### src/rtl/lssc_pkg.sv
package lssc_pkg;

    localparam int POS_W      = 18;
    localparam int PARK_W     = 17;
    localparam int DIR_W      = 2;
    localparam int PHASE_W    = 3;
    localparam int COIL_W     = 4;
    localparam int STAMP_W    = 32;
    localparam int INTERVAL_W = 23;
    localparam int LEVEL_W    = 16;
    localparam int INDEX_W    = 16;
    localparam int TICKS_W    = 8;
    localparam int CFG_IDX_W  = 3;
    localparam int CFG_DATA_W = 23;

    // travel geometry in steps
    localparam int END_MARGIN     = 100;
    localparam int REBOUND_OFFSET = 1000;

    // 0.6 in unsigned Q2.14
    localparam logic [INDEX_W-1:0] FORWARD_INDEX_LIMIT = 16'd9830;

    localparam logic signed [DIR_W-1:0] DIR_BACK    = -2'sd1;
    localparam logic signed [DIR_W-1:0] DIR_WANDER  = 2'sd0;
    localparam logic signed [DIR_W-1:0] DIR_FORWARD = 2'sd1;

    typedef enum logic [CFG_IDX_W-1:0] {
        CFG_TRAVEL_LENGTH     = 3'd0,
        CFG_STEP_INTERVAL_US  = 3'd1,
        CFG_DARK_LEVEL        = 3'd2,
        CFG_BRIGHT_LEVEL      = 3'd3,
        CFG_INDEX_WINDOW_LOW  = 3'd4,
        CFG_INDEX_WINDOW_HIGH = 3'd5,
        CFG_DARK_PERSIST      = 3'd6,
        CFG_INDEX_PERSIST     = 3'd7
    } t_cfg_idx;

    localparam logic [15:0]           RST_TRAVEL_LENGTH     = 16'd30000;
    localparam logic [INTERVAL_W-1:0] RST_STEP_INTERVAL_US  = 23'd1000;
    localparam logic [LEVEL_W-1:0]    RST_DARK_LEVEL        = 16'd500;
    localparam logic [LEVEL_W-1:0]    RST_BRIGHT_LEVEL      = 16'd1000;
    localparam logic [INDEX_W-1:0]    RST_INDEX_WINDOW_LOW  = 16'd8192;
    localparam logic [INDEX_W-1:0]    RST_INDEX_WINDOW_HIGH = 16'd16220;
    localparam logic [TICKS_W-1:0]    RST_DARK_PERSIST      = 8'd5;
    localparam logic [TICKS_W-1:0]    RST_INDEX_PERSIST     = 8'd3;

    // half-step coil drive, bit0 is coil one
    function automatic logic [COIL_W-1:0] coil_lookup(input logic [PHASE_W-1:0] phase);
        logic [COIL_W-1:0] coil;
        case (phase)
            3'd0:    coil = 4'h1;
            3'd1:    coil = 4'h3;
            3'd2:    coil = 4'h2;
            3'd3:    coil = 4'h6;
            3'd4:    coil = 4'h4;
            3'd5:    coil = 4'hC;
            3'd6:    coil = 4'h8;
            3'd7:    coil = 4'h9;
            default: coil = 4'h0;
        endcase
        return coil;
    endfunction

endpackage

### src/rtl/lssc_if.sv
interface lssc_in_if;
    logic                            valid;
    logic                            ready;
    logic                            action;
    logic [lssc_pkg::STAMP_W-1:0]    now_us;
    logic [lssc_pkg::LEVEL_W-1:0]    light_level;
    logic [lssc_pkg::INDEX_W-1:0]    plant_index;
    logic                            step_back_pick;
    logic                            wander_pick;

    modport source (output valid, action, now_us, light_level, plant_index,
                    step_back_pick, wander_pick, input ready);
    modport sink   (input valid, action, now_us, light_level, plant_index,
                    step_back_pick, wander_pick, output ready);
endinterface

interface lssc_out_if;
    logic                                 valid;
    logic                                 ready;
    logic [lssc_pkg::COIL_W-1:0]          coil_pattern;
    logic signed [lssc_pkg::POS_W-1:0]    position;
    logic signed [lssc_pkg::DIR_W-1:0]    heading;
    logic                                 running;
    logic                                 stepped;

    modport source (output valid, coil_pattern, position, heading, running, stepped,
                    input ready);
    modport sink   (input valid, coil_pattern, position, heading, running, stepped,
                    output ready);
endinterface

interface lssc_cfg_if;
    logic                              valid;
    logic                              ready;
    logic [lssc_pkg::CFG_IDX_W-1:0]    index;
    logic [lssc_pkg::CFG_DATA_W-1:0]   data;

    modport source (output valid, index, data, input ready);
    modport sink   (input valid, index, data, output ready);
endinterface

### src/rtl/light_seeking_stepper_controller.sv
// channel   dir   transaction carries
// i_in      in    action, now_us, light_level, plant_index, step_back_pick, wander_pick
// o_out     out   coil_pattern, position, heading, running, stepped
// i_cfg     in    index, data (register write, always ready)
//
// one transaction in gives one transaction out; an item is held in the input
// register and is then resolved by combinational logic into the output register
// sustained rate is one item per cycle while o_out accepts, set by the input-to-result register pass
// i_rst_n is synchronous, active low, and restores the default register values
// when o_out stalls, the input register holds and i_in.ready drops after one more item
module light_seeking_stepper_controller (
    input  logic       i_clk,
    input  logic       i_rst_n,
    lssc_in_if.sink    i_in,
    lssc_out_if.source o_out,
    lssc_cfg_if.sink   i_cfg
);

    localparam int POS_W = lssc_pkg::POS_W;

    localparam logic signed [POS_W-1:0] END_MARGIN_S = POS_W'(lssc_pkg::END_MARGIN);
    localparam logic signed [POS_W-1:0] REBOUND_S    = POS_W'(lssc_pkg::REBOUND_OFFSET);

    // configuration registers
    logic [15:0]                          r_travel_length;
    logic [lssc_pkg::INTERVAL_W-1:0]      r_step_interval_us;
    logic [lssc_pkg::LEVEL_W-1:0]         r_dark_level;
    logic [lssc_pkg::LEVEL_W-1:0]         r_bright_level;
    logic [lssc_pkg::INDEX_W-1:0]         r_index_window_low;
    logic [lssc_pkg::INDEX_W-1:0]         r_index_window_high;
    logic [lssc_pkg::TICKS_W-1:0]         r_dark_persist;
    logic [lssc_pkg::TICKS_W-1:0]         r_index_persist;

    // controller state
    logic signed [POS_W-1:0]              r_pos,   n_pos;
    logic signed [lssc_pkg::DIR_W-1:0]    r_dir,   n_dir;
    logic [lssc_pkg::PHASE_W-1:0]         r_phase, n_phase;
    logic                                 r_run,   n_run;
    logic [lssc_pkg::STAMP_W-1:0]         r_last,  n_last;
    logic signed [lssc_pkg::PARK_W-1:0]   r_park,  n_park;
    logic [lssc_pkg::TICKS_W-1:0]         r_dark_ticks, n_dark_ticks;
    logic [lssc_pkg::TICKS_W-1:0]         r_win_ticks,  n_win_ticks;
    logic                                 r_started, n_started;
    logic                                 n_stepped;

    // input register
    logic                                 r_in_valid;
    logic                                 r_action;
    logic [lssc_pkg::STAMP_W-1:0]         r_now;
    logic [lssc_pkg::LEVEL_W-1:0]         r_light;
    logic [lssc_pkg::INDEX_W-1:0]         r_idx;
    logic                                 r_back_pick;
    logic                                 r_wander_pick;

    // output register
    logic                                 r_out_valid;
    logic [lssc_pkg::COIL_W-1:0]          r_coil;
    logic signed [POS_W-1:0]              r_out_pos;
    logic signed [lssc_pkg::DIR_W-1:0]    r_out_dir;
    logic                                 r_out_run;
    logic                                 r_out_stepped;

    logic                                 advance;
    logic                                 in_ready;
    logic signed [POS_W-1:0]              travel_s;
    logic signed [POS_W-1:0]              hi_limit;
    logic signed [POS_W-1:0]              rebound_pos;
    logic [lssc_pkg::STAMP_W-1:0]         elapsed;
    logic signed [lssc_pkg::DIR_W-1:0]    step_dir;
    logic signed [POS_W-1:0]              stepped_pos;
    logic                                 dark_hit;

    assign advance  = r_in_valid && (!r_out_valid || o_out.ready);
    assign in_ready = !r_in_valid || advance;

    assign i_in.ready  = in_ready;
    assign i_cfg.ready = 1'b1;

    assign travel_s    = $signed({2'b00, r_travel_length});
    assign hi_limit    = travel_s - END_MARGIN_S;
    assign rebound_pos = travel_s - REBOUND_S;

    always_comb begin
        n_pos        = r_pos;
        n_dir        = r_dir;
        n_phase      = r_phase;
        n_run        = r_run;
        n_last       = r_last;
        n_park       = r_park;
        n_dark_ticks = r_dark_ticks;
        n_win_ticks  = r_win_ticks;
        n_started    = r_started;
        n_stepped    = 1'b0;
        elapsed      = r_now - r_last;
        step_dir     = (r_dir == lssc_pkg::DIR_WANDER)
                       ? (r_back_pick ? lssc_pkg::DIR_BACK : lssc_pkg::DIR_FORWARD)
                       : r_dir;
        stepped_pos  = r_pos;
        dark_hit     = 1'b0;

        if (r_action) begin
            if (r_started) begin
                if (r_wander_pick) begin
                    n_dir = lssc_pkg::DIR_WANDER;
                end else if (r_idx <= lssc_pkg::FORWARD_INDEX_LIMIT) begin
                    n_dir = lssc_pkg::DIR_FORWARD;
                end
                n_pos = POS_W'(r_park);
            end else begin
                n_dir     = lssc_pkg::DIR_FORWARD;
                n_park    = lssc_pkg::PARK_W'(1);
                n_started = 1'b1;
                n_pos     = POS_W'(1);
            end
            n_last = r_now;
            n_run  = 1'b1;
        end else if (r_run) begin
            if (elapsed >= {{(lssc_pkg::STAMP_W-lssc_pkg::INTERVAL_W){1'b0}},
                            r_step_interval_us}) begin
                stepped_pos = r_pos + {{(POS_W-lssc_pkg::DIR_W){step_dir[1]}}, step_dir};
                n_phase     = r_phase + {step_dir[1], step_dir};
                n_last      = r_now;
                n_stepped   = 1'b1;
            end
            n_pos = stepped_pos;

            // checks run in priority order, a bounce or a reversal ends them
            if (stepped_pos <= END_MARGIN_S) begin
                n_pos = rebound_pos;
                n_dir = lssc_pkg::DIR_FORWARD;
            end else if (stepped_pos >= hi_limit) begin
                n_pos = REBOUND_S;
                n_dir = lssc_pkg::DIR_BACK;
            end else begin
                if (r_dir != lssc_pkg::DIR_BACK && r_light < r_dark_level) begin
                    if (r_dark_ticks >= r_dark_persist) begin
                        dark_hit = 1'b1;
                    end else begin
                        n_dark_ticks = r_dark_ticks + 1'b1;
                    end
                end
                if (dark_hit) begin
                    n_dir       = lssc_pkg::DIR_BACK;
                    n_pos       = REBOUND_S;
                    n_win_ticks = '0;
                end else begin
                    if (r_light > r_bright_level) begin
                        n_dark_ticks = '0;
                    end
                    if (r_idx > r_index_window_low && r_idx < r_index_window_high) begin
                        if (r_win_ticks >= r_index_persist) begin
                            n_park      = lssc_pkg::PARK_W'(rebound_pos);
                            n_dir       = lssc_pkg::DIR_WANDER;
                            n_win_ticks = '0;
                            n_run       = 1'b0;
                        end else begin
                            n_win_ticks = r_win_ticks + 1'b1;
                        end
                    end else begin
                        n_win_ticks = '0;
                    end
                end
            end
        end
    end

    always_ff @(posedge i_clk) begin
        if (!i_rst_n) begin
            r_travel_length     <= lssc_pkg::RST_TRAVEL_LENGTH;
            r_step_interval_us  <= lssc_pkg::RST_STEP_INTERVAL_US;
            r_dark_level        <= lssc_pkg::RST_DARK_LEVEL;
            r_bright_level      <= lssc_pkg::RST_BRIGHT_LEVEL;
            r_index_window_low  <= lssc_pkg::RST_INDEX_WINDOW_LOW;
            r_index_window_high <= lssc_pkg::RST_INDEX_WINDOW_HIGH;
            r_dark_persist      <= lssc_pkg::RST_DARK_PERSIST;
            r_index_persist     <= lssc_pkg::RST_INDEX_PERSIST;
        end else if (i_cfg.valid) begin
            case (lssc_pkg::t_cfg_idx'(i_cfg.index))
                lssc_pkg::CFG_TRAVEL_LENGTH:     r_travel_length     <= i_cfg.data[15:0];
                lssc_pkg::CFG_STEP_INTERVAL_US:  r_step_interval_us  <= i_cfg.data;
                lssc_pkg::CFG_DARK_LEVEL:        r_dark_level        <= i_cfg.data[15:0];
                lssc_pkg::CFG_BRIGHT_LEVEL:      r_bright_level      <= i_cfg.data[15:0];
                lssc_pkg::CFG_INDEX_WINDOW_LOW:  r_index_window_low  <= i_cfg.data[15:0];
                lssc_pkg::CFG_INDEX_WINDOW_HIGH: r_index_window_high <= i_cfg.data[15:0];
                lssc_pkg::CFG_DARK_PERSIST:      r_dark_persist      <= i_cfg.data[7:0];
                lssc_pkg::CFG_INDEX_PERSIST:     r_index_persist     <= i_cfg.data[7:0];
                default: ;
            endcase
        end
    end

    always_ff @(posedge i_clk) begin
        if (!i_rst_n) begin
            r_pos        <= '0;
            r_dir        <= lssc_pkg::DIR_FORWARD;
            r_phase      <= '0;
            r_run        <= 1'b0;
            r_last       <= '0;
            r_park       <= lssc_pkg::PARK_W'(1);
            r_dark_ticks <= '0;
            r_win_ticks  <= '0;
            r_started    <= 1'b0;
            r_in_valid   <= 1'b0;
            r_out_valid  <= 1'b0;
        end else begin
            if (advance) begin
                r_pos        <= n_pos;
                r_dir        <= n_dir;
                r_phase      <= n_phase;
                r_run        <= n_run;
                r_last       <= n_last;
                r_park       <= n_park;
                r_dark_ticks <= n_dark_ticks;
                r_win_ticks  <= n_win_ticks;
                r_started    <= n_started;
            end
            if (in_ready) begin
                r_in_valid <= i_in.valid;
            end
            if (advance) begin
                r_out_valid <= 1'b1;
            end else if (o_out.ready) begin
                r_out_valid <= 1'b0;
            end
        end
    end

    always_ff @(posedge i_clk) begin
        if (in_ready) begin
            r_action      <= i_in.action;
            r_now         <= i_in.now_us;
            r_light       <= i_in.light_level;
            r_idx         <= i_in.plant_index;
            r_back_pick   <= i_in.step_back_pick;
            r_wander_pick <= i_in.wander_pick;
        end
        if (advance) begin
            r_coil        <= n_run ? lssc_pkg::coil_lookup(n_phase) : '0;
            r_out_pos     <= n_pos;
            r_out_dir     <= n_dir;
            r_out_run     <= n_run;
            r_out_stepped <= n_stepped;
        end
    end

    assign o_out.valid        = r_out_valid;
    assign o_out.coil_pattern = r_coil;
    assign o_out.position     = r_out_pos;
    assign o_out.heading      = r_out_dir;
    assign o_out.running      = r_out_run;
    assign o_out.stepped      = r_out_stepped;

    a_coils_off_when_stopped : assert property (@(posedge i_clk) disable iff (!i_rst_n)
        o_out.valid && !o_out.running |-> o_out.coil_pattern == '0)
        else $error("coils driven while stopped");

    a_coils_half_step : assert property (@(posedge i_clk) disable iff (!i_rst_n)
        o_out.valid && o_out.running |->
            ($countones(o_out.coil_pattern) == 1 || $countones(o_out.coil_pattern) == 2))
        else $error("coil pattern is not a half-step pattern");

    a_ready_only_on_stall : assert property (@(posedge i_clk) disable iff (!i_rst_n)
        !i_in.ready |-> r_in_valid && r_out_valid && !o_out.ready)
        else $error("input stalled without an output stall");

    a_heading_code : assert property (@(posedge i_clk) disable iff (!i_rst_n)
        r_dir != 2'b10)
        else $error("heading register holds an unused code");

    a_phase_moves_one : assert property (@(posedge i_clk) disable iff (!i_rst_n)
        advance && n_stepped |=> (r_phase == $past(r_phase) + 3'd1 ||
                                  r_phase == $past(r_phase) - 3'd1))
        else $error("phase moved by more than one half step");

endmodule

### src/flat_wrapper.sv
// flat-port wrapper written by rule: the top's interface ports become plain ports
module light_seeking_stepper_controller_flat 
  (i_clk, i_rst_n, i_in_valid, i_in_action, i_in_now_us, i_in_light_level, i_in_plant_index, i_in_step_back_pick, i_in_wander_pick, i_in_ready, o_out_valid, o_out_coil_pattern, o_out_position, o_out_heading, o_out_running, o_out_stepped, o_out_ready, i_cfg_valid, i_cfg_index, i_cfg_data, i_cfg_ready);
  lssc_in_if i_in_i ();
  lssc_out_if o_out_i ();
  lssc_cfg_if i_cfg_i ();
  input  logic i_clk;
  input  logic i_rst_n;
  input wire logic [$bits(i_in_i.valid)-1:0] i_in_valid;
  input wire logic [$bits(i_in_i.action)-1:0] i_in_action;
  input wire logic [$bits(i_in_i.now_us)-1:0] i_in_now_us;
  input wire logic [$bits(i_in_i.light_level)-1:0] i_in_light_level;
  input wire logic [$bits(i_in_i.plant_index)-1:0] i_in_plant_index;
  input wire logic [$bits(i_in_i.step_back_pick)-1:0] i_in_step_back_pick;
  input wire logic [$bits(i_in_i.wander_pick)-1:0] i_in_wander_pick;
  output wire logic [$bits(i_in_i.ready)-1:0] i_in_ready;
  output wire logic [$bits(o_out_i.valid)-1:0] o_out_valid;
  output wire logic [$bits(o_out_i.coil_pattern)-1:0] o_out_coil_pattern;
  output wire logic [$bits(o_out_i.position)-1:0] o_out_position;
  output wire logic [$bits(o_out_i.heading)-1:0] o_out_heading;
  output wire logic [$bits(o_out_i.running)-1:0] o_out_running;
  output wire logic [$bits(o_out_i.stepped)-1:0] o_out_stepped;
  input wire logic [$bits(o_out_i.ready)-1:0] o_out_ready;
  input wire logic [$bits(i_cfg_i.valid)-1:0] i_cfg_valid;
  input wire logic [$bits(i_cfg_i.index)-1:0] i_cfg_index;
  input wire logic [$bits(i_cfg_i.data)-1:0] i_cfg_data;
  output wire logic [$bits(i_cfg_i.ready)-1:0] i_cfg_ready;
  assign i_in_i.valid = i_in_valid;
  assign i_in_i.action = i_in_action;
  assign i_in_i.now_us = i_in_now_us;
  assign i_in_i.light_level = i_in_light_level;
  assign i_in_i.plant_index = i_in_plant_index;
  assign i_in_i.step_back_pick = i_in_step_back_pick;
  assign i_in_i.wander_pick = i_in_wander_pick;
  assign i_in_ready = i_in_i.ready;
  assign o_out_valid = o_out_i.valid;
  assign o_out_coil_pattern = o_out_i.coil_pattern;
  assign o_out_position = o_out_i.position;
  assign o_out_heading = o_out_i.heading;
  assign o_out_running = o_out_i.running;
  assign o_out_stepped = o_out_i.stepped;
  assign o_out_i.ready = o_out_ready;
  assign i_cfg_i.valid = i_cfg_valid;
  assign i_cfg_i.index = i_cfg_index;
  assign i_cfg_i.data = i_cfg_data;
  assign i_cfg_ready = i_cfg_i.ready;
  light_seeking_stepper_controller u_core (.i_clk(i_clk), .i_rst_n(i_rst_n), .i_in(i_in_i), .o_out(o_out_i), .i_cfg(i_cfg_i));
endmodule
### config.mk
export PLATFORM = sky130hd
export DESIGN_NAME = light_seeking_stepper_controller_flat
export DESIGN_NICKNAME = d
export VERILOG_FILES = /design/src/rtl/lssc_pkg.sv /design/src/rtl/lssc_if.sv /design/src/rtl/light_seeking_stepper_controller.sv /design/src/flat_wrapper.sv
export SDC_FILE = /design/constraint.sdc
export NUM_CORES = 1
export LEC_CHECK = 0
export ABC_CLOCK_PERIOD_IN_PS = 9400
export CORE_MARGIN = 1.5
export CORE_UTILIZATION = 43
export DETAILED_ROUTE_END_ITERATION = 16
export DONT_BUFFER_PORTS = 1
export PLACE_DENSITY = 0.61
export SETUP_SLACK_MARGIN = 0.2
export SYNTH_ARGS = -nofsm -noshare
export SYNTH_HDL_FRONTEND = slang
export SYNTH_SLANG_ARGS = --single-unit
### constraint.sdc
create_clock -name i_clk -period 9.4 [get_ports i_clk]
set_input_delay 1.41 -clock i_clk [delete_from_list [all_inputs] [get_ports i_clk]]
set_output_delay 1.41 -clock i_clk [all_outputs]
set_load 0.01 [all_outputs]
After elaboration in Yosys (flattened, before gate mapping)
Memory sizes are Yosys's and may differ from the RTL's. A register that Yosys moved wholly into a read port is not among the register bits.
Index checks and enable logic that the tools add are counted.
Word-level totals
  bits in registers: 300
  latch bits: 0
  bits in writable memories: 0
  memory bits (read-only): 32
  input port bits: 98
  output and inout port bits: 29
  logic and storage cells: 149
  memories: 1
Memory list
  (name not given): depth 8, width 4, rd ports 1, clocked after Yosys merged registers in 1, write ports 0, RTL line lssc_pkg.sv:50  | case (phase)
Operators by class
  add/subtract/negate cells: 7
  multipliers: 0
  div/mod/pow operators: 0
  $lt $le $gt $ge: 10
  eq/ne operators: 12
  shift-type cells: 0
  multiplexer cells: 58
  bitwise gates (word level): 4
  reductions and logical operators: 28
Operators by type and width (number)
  $mux 18: 9
  $mux 17: 8
  $mux 32: 3
  $mux 8: 7
  $ge 32x23->1: 1
  $gt 16x16->1: 2
  $lt 16x16->1: 2
  $sub 32x32->32: 1
  $mux 2: 12
  $add 18x18->18: 1
  $ge 18x18->1: 1
  $le 18x8->1 const B: 1
  $reduce_and 2->1: 9
  $sub 16x10->17 const B: 1
  $sub 16x7->17 const B: 1
  $add 8x1->8 const B: 2
  $ge 8x8->1: 2
  $le 16x14->1 const B: 1
  $mux 1: 16
  $eq 3x3->1 const B: 4
  $reduce_bool 2->1: 5
  $mux 3: 3
  $ne 2x1->1 const B: 4
  $reduce_and 8->1: 1
  other kinds (13): 22

Logic depth before layout (Yosys ltp)
Gate-level depths: netlist of the first run.
  depth in word-level cells: 17
  gate-level depth with buffers: 40
  depth with buffers taken out: 35

Worst setup path before layout of the first run
OpenSTA, ideal clock, no wires.
  kind: flip-flop to flip-flop
  from: reg u_core.r_now[4] (netlist name)
  to: reg u_core.r_park[0] (netlist name)
  setup time: 0.122 ns
  arrival: 7.249 ns
  required time: 9.278 ns
  setup slack: 2.030 ns
  stages on the path, launching flop included: 37
  buffers on the path: 3
  period minus slack after synthesis: 7.370 ns
  cells stage by stage: edfxtp_1 ha_1 a21o_1 a31o_2 o211ai_1 nand2_1 a21oi_1 o21ai_0 a31oi_1 o21ai_0 xor2_1 ha_1 a211oi_1 o21bai_1 a21oi_1 nor2b_1 o31a_1 nor3_1 nand4b_1 or4b_1 buf_6 clkbuf_1 mux2_2 ha_1 a21o_1 a21o_1 a21oi_1 o21ai_0 a21oi_1 nand2_1 o21ai_0 o21ai_0 mux2i_2 nand3_1 or2_1 clkbuf_1 o32a_1
Between the ends
  longest elaborated chain between the ends: 8
  elaborated cells on any way between the ends: 10
  those cells by class: 1 x add/sub; 3 x order compare; 2 x eq/ne; 3 x mux; 1 x reduce/logical
RTL lines
  start: declaration: RTL line light_seeking_stepper_controller.sv:49  | logic [lssc_pkg::STAMP_W-1:0] r_now;
  start signal: assignment: RTL line light_seeking_stepper_controller.sv:231  | r_now <= i_in.now_us;
  $sub 32x32->32 *: RTL line light_seeking_stepper_controller.sv:94  | elapsed = r_now - r_last;
  $ge 32x23->1 *: RTL line light_seeking_stepper_controller.sv:118  | if (elapsed >= {{(lssc_pkg::STAMP_W-lssc_pkg::INTERVAL_W){1'b0}},
  $mux 18 *: RTL line light_seeking_stepper_controller.sv:118
  $mux 18 *: RTL line light_seeking_stepper_controller.sv:117  | end else if (r_run) begin
  $mux 18 *: RTL line light_seeking_stepper_controller.sv:101  | if (r_action) begin
  $le 18x8->1 or $ge 18x18->1 (tied branches): RTL line light_seeking_stepper_controller.sv:128, light_seeking_stepper_controller.sv:131
  $ne 2x1->1 (no source line)
  $reduce_and 8->1 (no source line) *
  end signal: assignment: RTL line light_seeking_stepper_controller.sv:199  | r_park <= lssc_pkg::PARK_W'(1);
  end signal: assignment: RTL line light_seeking_stepper_controller.sv:212  | r_park <= n_park;
  end: declaration: RTL line light_seeking_stepper_controller.sv:40  | logic signed [lssc_pkg::PARK_W-1:0] r_park, n_park;
Every way passes the cells marked *; elsewhere a longest branch is shown, timed or not. The select of a mux whose other input is x is not followed.
A chain may end at the register's enable or synchronous reset.

Final worst setup path of the first run
  from: reg u_core.r_now[4] (netlist name)
  to: reg u_core.r_coil (netlist bit u_core.o_out.coil_pattern[3]), data pin
Between the ends
  longest elaborated chain between the ends: 11
  elaborated cells on any way between the ends: 15
  those cells by class: 1 x add/sub; 3 x order compare; 10 x mux; 1 x reduce/logical
RTL lines
  $sub 32x32->32 *: RTL line light_seeking_stepper_controller.sv:94
  $ge 32x23->1 *: RTL line light_seeking_stepper_controller.sv:118
  $mux 18: RTL line light_seeking_stepper_controller.sv:118
  $mux 18: RTL line light_seeking_stepper_controller.sv:117
  $mux 18: RTL line light_seeking_stepper_controller.sv:101
  $ge 18x18->1: RTL line light_seeking_stepper_controller.sv:131  | end else if (stepped_pos >= hi_limit) begin
  $mux 1: RTL line light_seeking_stepper_controller.sv:131
  $mux 1: RTL line light_seeking_stepper_controller.sv:128  | if (stepped_pos <= END_MARGIN_S) begin
  $mux 1: RTL line light_seeking_stepper_controller.sv:117
  $mux 1: RTL line light_seeking_stepper_controller.sv:101
  $logic_not 1->1 (no source line)
  end: declaration: RTL line light_seeking_stepper_controller.sv:57  | logic [lssc_pkg::COIL_W-1:0] r_coil;
Marks and branches as above.

==> summary by stage, run 1 <==
Critical path
Of all nets on the critical path, the largest fanout is 17. STA classifies the critical path endpoint as a flip-flop. STA classifies the critical path startpoint as a flip-flop. The cell with the largest stage delay on the worst path is sky130_fd_sc_hd__or4b_1. The startpoint-to-endpoint class of the critical path is flip-flop to flip-flop. For this run, the slowest stage of the critical path takes approximately 0.82 ns.

The start point of the critical path is u_core.r_now[4]. By instance count, the cell type seen most on the critical path is sky130_fd_sc_hd__a21oi_1. At the worst endpoint, the arrival time is approximately 9 ns. The startpoint of the worst register-to-register path is u_core.r_now[4]. STA puts the critical path data required time at between 9 and 10 ns.

Synthesis
The area share of the largest cell type after synthesis is 23.9%. The synthesized instance count is approximately 2,100. Summing the areas of all xor and xnor instances in the mapped netlist gives 3.17% of the synthesized area.

The synthesized design contains 304 register bits. The cell area after technology mapping is ~18,000 um^2. By area the synthesized netlist is led by sky130_fd_sc_hd__dfxtp_1 (24%), sky130_fd_sc_hd__edfxtp_1 (16%), sky130_fd_sc_hd__ha_1 (12%), sky130_fd_sc_hd__nand2_1 (7.3%), sky130_fd_sc_hd__a21oi_1 (6.1%).

The register area share after synthesis is roughly two fifths. After synthesis, the largest family of logic cells by area is compound AO/OA/AOI/OAI gates. Dividing the synthesized area by the synthesized cell count gives about 8.6 um^2.

The simple-gate portion of the synthesized area is ~17%. The number of enable-type register cells in the synthesized netlist is 93. The number of nets in the synthesized netlist is 2,330. After synthesis, the netlist uses 86 different library cells.

The number of warnings printed during yosys synthesis is 0. The synthesized netlist devotes between 20% and 30% of its cell area to compound gates. The leading register cell type out of synthesis is sky130_fd_sc_hd__dfxtp_1. The async set-or-reset flop fraction in the synthesized netlist is 0%. The mux cell area share after synthesis is under 10%. The adder-cell share of the synthesized area is between 10% and 20%. The largest total area in the synthesized netlist belongs to sky130_fd_sc_hd__dfxtp_1.

Clocking
The CTS clock-pin slew for the worst setup and hold paths is around 0.060 ns. Clock tree synthesis found a total of 304 sinks. For the worst-skew pair, the clock arrives at the later sink with an insertion delay of approximately 0.57 ns.

The hold buffer count at CTS is 0. The number of clock buffers inserted by TritonCTS is 36. In this run the post-CTS setup repair buffer count came out at 0. The root buffer cell chosen for the clock tree is sky130_fd_sc_hd__clkbuf_16.

The clock tree buffer depth is 3. TritonCTS built the clock tree. The clock tree synthesis step divided the H-tree into 2 levels.

Gates resized during post-CTS repair numbered 0.

Pwr
For this design the ratio of total power to cell area is around 170 nW/um^2. The leakage component of the power is between 7 and 8 nW. The largest voltage drop on the vdd net is roughly 0.14 mV.

Run status
The run finished with clean final reports.

Timing
The hold violation total from the final report came to 0. The highest clock rate is around 120 MHz. Setup total negative slack on the finished layout was measured at 0 ns.

Headroom to the max-slew limit came out at a little over a quarter. The share of the cycle needed by the critical path after routing is a little over 90%. For the finished layout, the period the worst path requires is approximately 8.5 ns. The count of pins over their slew limit is 0. The number of setup violations in the final report is 0. Setup repair after global routing left no endpoint under its margin. For the pin with the worst max-slew slack, the measured transition is around 1.1 ns.

The clock arrives with approximately 0.020 ns of skew.

Die
From bottom edge to top edge, the die measures 206 um. The die covers around 42,000 um^2. The total area inside the core boundary comes to roughly 41,000 um^2.

The die width is roughly 200 um. The I/O pin total is 127. The total number of placement rows is between 70 and 80. For this configuration, the core starts out at a cell density of 43.4%.

Placed design
The final weighted congestion of routability-driven global placement is ~0.9. The count of buffers from port buffering is 0. Summing all placed instances gives a cell area of ~18,000 um^2. Summed over all nets, the half-perimeter wirelength after detailed placement is between 30,000 and 40,000 um.

Route
The final routed wire length divided by cell count is ~18 um. For this run, design rule violations remaining after detail routing come to 0. The total iterations of the first detailed-routing run is 5. The remaining antenna violation count after routing is 0. The post-detailed-routing wire length is between 40,000 and 50,000 um. The routed via count is 14,500.

The average via count per standard cell is approximately 5.6. The starting DRC count in detailed routing is 1,019.

Worst hold path
The worst min-delay path class is flip-flop to flip-flop. The startpoint identified for the worst hold timing path is u_core.r_last[30].

GRT
The via count of the first global-routing pass is between 10,000 and 15,000. Global routing used between 20 and 25% of the available tracks across all layers. The initial antenna violation count was 0.

The first-pass GRT wire length is approximately 75,000 um. The largest net degree at the start of global routing is roughly 80. The total overflow left after global routing is 0.

Final layout
The most common cell after layout, fill and taps aside is sky130_fd_sc_hd__nand2_1. The finished layout cell area is roughly 19,000 um^2. The layout-stage area growth over the synthesis result is 8.78%. The fraction of layout cells with a size suffix above 1 is about 5.0%. The number of antenna cells inserted is 0. The library cells used most frequently in the layout, excluding fill and tap cells, are sky130_fd_sc_hd__nand2_1 (344), sky130_fd_sc_hd__a21oi_1 (215), sky130_fd_sc_hd__dfxtp_1 (211).

The net count of the finished layout is approximately 2,300.

Run
The tool flagged a number of max-cap violations equal to 0.
[registers in the layout (all words and copies together) (netlist names), 2 cells and up]
signal / cells
u_core.r_last: 32
u_core.r_now: 32
u_core.r_step_interval_us: 23
u_core.o_out.position: 18
u_core.r_pos: 18
u_core.r_park: 17
u_core.r_bright_level: 16
u_core.r_dark_level: 16
u_core.r_idx: 16
u_core.r_index_window_high: 16
u_core.r_index_window_low: 16
u_core.r_light: 16
u_core.r_travel_length: 16
u_core.r_dark_persist: 8
u_core.r_dark_ticks: 8
u_core.r_index_persist: 8
u_core.r_win_ticks: 8
u_core.o_out.coil_pattern: 4
u_core.r_phase: 3
u_core.o_out.heading: 2
u_core.r_dir: 2
[area by class of cell]
type	instances	area (um^2)
flip-flops and latches	304	7020
inverters	172	648
multi-input cells	1483	9650
repair buffers	15	113
clock buffers	49	991
fillers	3988	21500
well taps	532	666
clock inverters	17	163
[through the flow]
step	power [mW]	setup slack [ns]	util, %	hold slack, ns	instances
after floorplan	1.79	2.03	-	0.432	2057
after global placement	1.87	1.17	44.4	0.441	2506
after detailed placement	1.88	0.989	44.4	0.447	2506
after CTS	3.28	0.929	47.3	0.454	2572
after global routing	3.39	0.205	47.3	0.469	2572
final	3.24	0.851	47.3	0.451	2572
[cells in the mapped netlist, drive strengths merged, types with 6 or more instances]
cell,count
nand2,345
a21oi,216
dfxtp,211
ha,172
inv,171
o21ai,101
nor2,99
edfxtp,93
clkbuf,84
a21o,51
nand3,40
o211ai,37
xnor2,37
nor3,30
nand4,29
xor2,27
nor2b,22
nand2b,20
buf,14
o21a,14
a31oi,13
and3,13
mux2i,13
a22oi,12
nor3b,12
mux2,11
a22o,10
and2,10
a211oi,9
a21boi,9
a32o,8
o2bb2ai,8
or4,8
a222oi,7
nor4,7
o21bai,7
o31ai,6
or2,6
or3,6
[power breakdown]
part	switching, mW	leakage (nW)	internal, mW
Clock	0.579	0.557	0.802
Sequential	0.0379	2.67	1.40
Combinational	0.259	4.42	0.165
Total	0.876	7.65	2.37
[critical path, delay by kind of cell, from the launching register on]
family,cells,cell delay (ns)
AND/OR/NAND/NOR,10,2.02
XOR/XNOR,1,0.16
adder cells (fa/ha/maj),4,1.31
multiplexers,1,0.13
buffers and inverters,1,0.35
flip-flops,1,0.40
AO/OA/AOI/OAI,17,3.86
[kinds of logic after synthesis]
group / Yosys count
AOI/OAI and AO/OA: 558
xor gates and xnor gates: 64
adders and majority gates: 177
other: 1
DFF: 304
and+or+nand+nor: 659
buffers and inverters: 270
muxes: 24
[worst paths after layout]
path / endpoint / slack [ns] / depth (start not counted)
hold reg to reg: u_core.r_last[30] / 0.45 / 2
setup / recovery: u_core.o_out.coil_pattern[3] / 0.85 / 34
setup reg to reg: u_core.o_out.coil_pattern[3] / 0.85 / 34
hold / removal: u_core.r_last[30] / 0.45 / 2
[per-layer routing]
| metal | share of wire [%] | vias up | global-route usage, % |
|---|---|---|---|
| li1 | - | 7187 | - |
| met1 | 47 | 6858 | 30.6 |
| met2 | 46 | 387 | 36.4 |
| met3 | 5.5 | 68 | 3.88 |
| met4 | 2.2 | 0 | 6.81 |
| met5 | 0 | - | 0 |
Note: power is estimated with default switching activity, not from simulation.
==> run 2, diff against run 1 <==
- ABC_CLOCK_PERIOD_IN_PS: 9400 -> 9700
- clock period: 9.4 -> 9.7 ns (I/O delays scaled with it)
==> summary by stage, run 2 (same netlist as run 1, synthesis figures left out) <==
Critical path
The element type at the critical path start is a flip-flop. Counting stages on the worst path, the most repeated cell is sky130_fd_sc_hd__o21ai_0. The required time of the critical path came to 10.10 ns (+0.41 ns). The start point of the critical path is u_core.r_now[4]. The reg-to-reg setup timing slack is 0.97 ns (+0.12 ns). The largest fanout on the critical path was 18 (+1). The startpoint of the worst register-to-register path is u_core.r_now[4]. The buffers plus inverters on the worst setup path came to 1 (unchanged). The element type at the critical path end is a flip-flop.

The data arrival time of the critical path is 9.14 ns (+0.30 ns). The startpoint-to-endpoint class of the critical path is flip-flop to flip-flop. In this run the worst setup path terminates at u_core.r_dark_ticks[1]. The worst reg-to-reg path cell count is 34 (unchanged).

The largest stage delay on the critical path is 0.79 ns (-0.03 ns). The total number of cells along the worst setup path is 34 (unchanged). The capture instance of the worst register-to-register path is u_core.r_dark_ticks[1]. Among cell families on the critical path, the largest total delay comes from compound AO/OA/AOI/OAI gates. The cell with the largest stage delay on the worst path is sky130_fd_sc_hd__or4b_1.

GRT
The overall track demand over capacity in global routing is 22.1% (-0.42 points). The largest net degree at the start of global routing is 75 (-3.8%). The overall overflow remaining after global route is 0 (unchanged). The via count of the first global-routing pass is 13,700 (-0.79%). The initial antenna violation count is 1 (+1). The first-pass GRT wire length came to 74,000 um (-1.3%).

Timing
The actual transition at the worst max-transition pin was 1.06 ns (-0.0413 ns). The smallest hold slack is 0.454 ns (+0.00276 ns). The highest clock rate is 115 MHz (-2.1%). Setup repair after global routing left no endpoint under its margin. The final critical delay including setup and external delays is 8.73 ns (+0.184 ns). The number of setup violations in the final report is 0 (unchanged).

The sum of negative setup slack came to 0 ns (unchanged). The count of pins over their slew limit is 0 (unchanged). The worst setup skew after layout came to 0.0243 ns (+0.00431 ns). The max-slew headroom at the worst pin is 28.9% (+2.8 points). The share of the cycle needed by the critical path after routing is 90.0% (-0.91 points). The hold violation total from the final report is 0 (unchanged).

Placed design
The final weighted congestion of routability-driven global placement is 0.904 (-0.48%). The count of buffers from port buffering is 0 (unchanged). The half-perimeter wire length after placement came to 33,800 um (-1.1%).

Clocking
The CTS root buffer is sky130_fd_sc_hd__clkbuf_16. The deepest level of the CTS H-tree is 2 (unchanged). The clock tree buffer depth was 3 (unchanged).

The number of sinks driven by the clock tree came to 304 (unchanged). The post-CTS setup-driven buffer insertion count came to 0 (unchanged). The post-cts sizing count is 0 (unchanged). The clock latency on the worst-skew pair is 0.56 ns (about the same). The hold buffer count at CTS came to 0 (unchanged). The number of clock buffers inserted by TritonCTS is 36 (unchanged). The CTS clock-pin slew for the worst setup and hold paths is 0.06 ns (about the same).

The CTS tree is done.

Route
The post-detailed-routing wire length is 46,700 um (-0.89%). The starting DRC count in detailed routing was 1,017 (-0.20%). The routed via count is 14,500 (+0.16%). The average via count per standard cell was 5.65 (+0.16%). The remaining antenna violation count after routing is 0 (unchanged). The post-route DRC violation count is 0 (unchanged). The final routed wire length divided by cell count is 18.2 um (-0.89%). The total iterations of the first detailed-routing run is 5 (unchanged).

Pwr
The net switching power came to 0.848 mW (-3.1%). The sequential group share of total power is 43.4% (-1.0 points). The internal power consumption was 2.36 mW (-0.22%). The combinational cell fraction of total power is 12.8% (-0.3 points). The fraction of power spent switching nets was 26.4% (-0.58 points). The relative contribution of the clock network to total power came to 43.8% (+1.2 points). The power density relative to cell area is 166 nW/um^2 (-1.4%). The largest voltage drop on the vdd net is 0.142 mV (-1.9%). The leakage component of the power is 7.69 nW (+0.58%).

Final layout
The largest registers in the layout are u_core.r_last x32, u_core.r_now x32, u_core.r_step_interval_us x23. The layout-stage area growth over the synthesis result is 9.26%. The net count of the finished layout is 2,284 (-0.044%). Leaving out fill and tap cells, the most frequent cell in the layout is sky130_fd_sc_hd__nand2_1. The utilization of the core after routing is 47.5% (+0.21 points). The fraction of layout cells with a size suffix above 1 was 5.39% (+0.35 points). Leaving out fill and tap cells, the most frequent cells in the layout are sky130_fd_sc_hd__nand2_1 (344), sky130_fd_sc_hd__a21oi_1 (215), sky130_fd_sc_hd__dfxtp_1 (211).

Die
The area of the core is 40,700 um^2 (unchanged). The die width came to 206 um (unchanged). The initial core utilization is 43.4% (unchanged).

The total die area was 42,400 um^2 (unchanged). The die boundary height is 206 um (unchanged). The I/O pin total came to 127 (unchanged).

The total number of placement rows is 74 (unchanged).

Run
The reported max-cap violation count is 0 (unchanged).

Worst hold path
The cell depth of the worst hold path is 2 (unchanged). The worst hold path begins at u_core.r_dark_level[10]. The path class of the tightest hold or removal check is flip-flop to flip-flop.

Run status
The run finished with clean final reports.
==> run 2: cell types whose count changed in the layout (fill, tap and decap cells not counted), sizes merged <==
cell / before / now
clkbuf: 49 / 52
clkinv: 11 / 8
buf: 15 / 14
diode: 0 / 1
==> run 2: area by class of cell <==
| class | count | area [um^2] |
|---|---|---|
| Antenna cell | 1 | 2.50 |
| Clock buffer | 52 | 1090 |
| Clock inverter | 14 | 149 |
| Fill cell | 3924 | 21400 |
| Inverter | 172 | 648 |
| Multi-Input combinational cell | 1483 | 9650 |
| Sequential cell | 304 | 7020 |
| Tap cell | 532 | 666 |
| Timing Repair Buffer | 14 | 105 |
==> run 2: worst min-delay path by stage <==
stage | endpoint | slack (ns)
2_1_floorplan | u_core.r_park[4] | 0.43
6_report | u_core.r_dark_level[10] | 0.45
5_1_grt | u_core.r_last[1] | 0.47
3_5_place_dp | u_core.r_bright_level[10] | 0.45
4_1_cts | u_core.r_bright_level[10] | 0.45
3_3_place_gp | u_core.r_last[5] | 0.44
==> run 2: power by group through the flow <==
stage / combinational (mW) / sequential (mW) / clock [mW]
final: 0.409 / 1.39 / 1.41
after global routing: 0.461 / 1.40 / 1.49
after CTS: 0.407 / 1.39 / 1.44
after detailed placement: 0.404 / 1.42 / 0
after global placement: 0.396 / 1.42 / 0
after floorplan: 0.325 / 1.41 / 0
==> run 2: worst min-delay path, cell delays in order, from the launching register on <==
cell and delay, ns:
sky130_fd_sc_hd__dfxtp_1 0.31, sky130_fd_sc_hd__nand2_1 0.05, sky130_fd_sc_hd__a21oi_1 0.05
==> run 2: metrics by stage <==
stage	power [mW]	setup slack, ns	instances	area [um^2]
after detailed placement	1.82	1.17	2505	18100
after global placement	1.82	1.35	2505	18100
after floorplan	1.73	2.33	2057	17700
final	3.21	0.966	2572	19300
after CTS	3.24	1.08	2571	19300
after global routing	3.35	0.433	2572	19300
==> run 2: routing by layer <==
layer	vias to the layer above	wire, um	GRT usage [%]
met5	-	0	0
met4	0	1060	7.09
met3	69	2510	3.33
met2	390	21500	35.7
met1	6882	21700	30.2
li1	7182	-	-
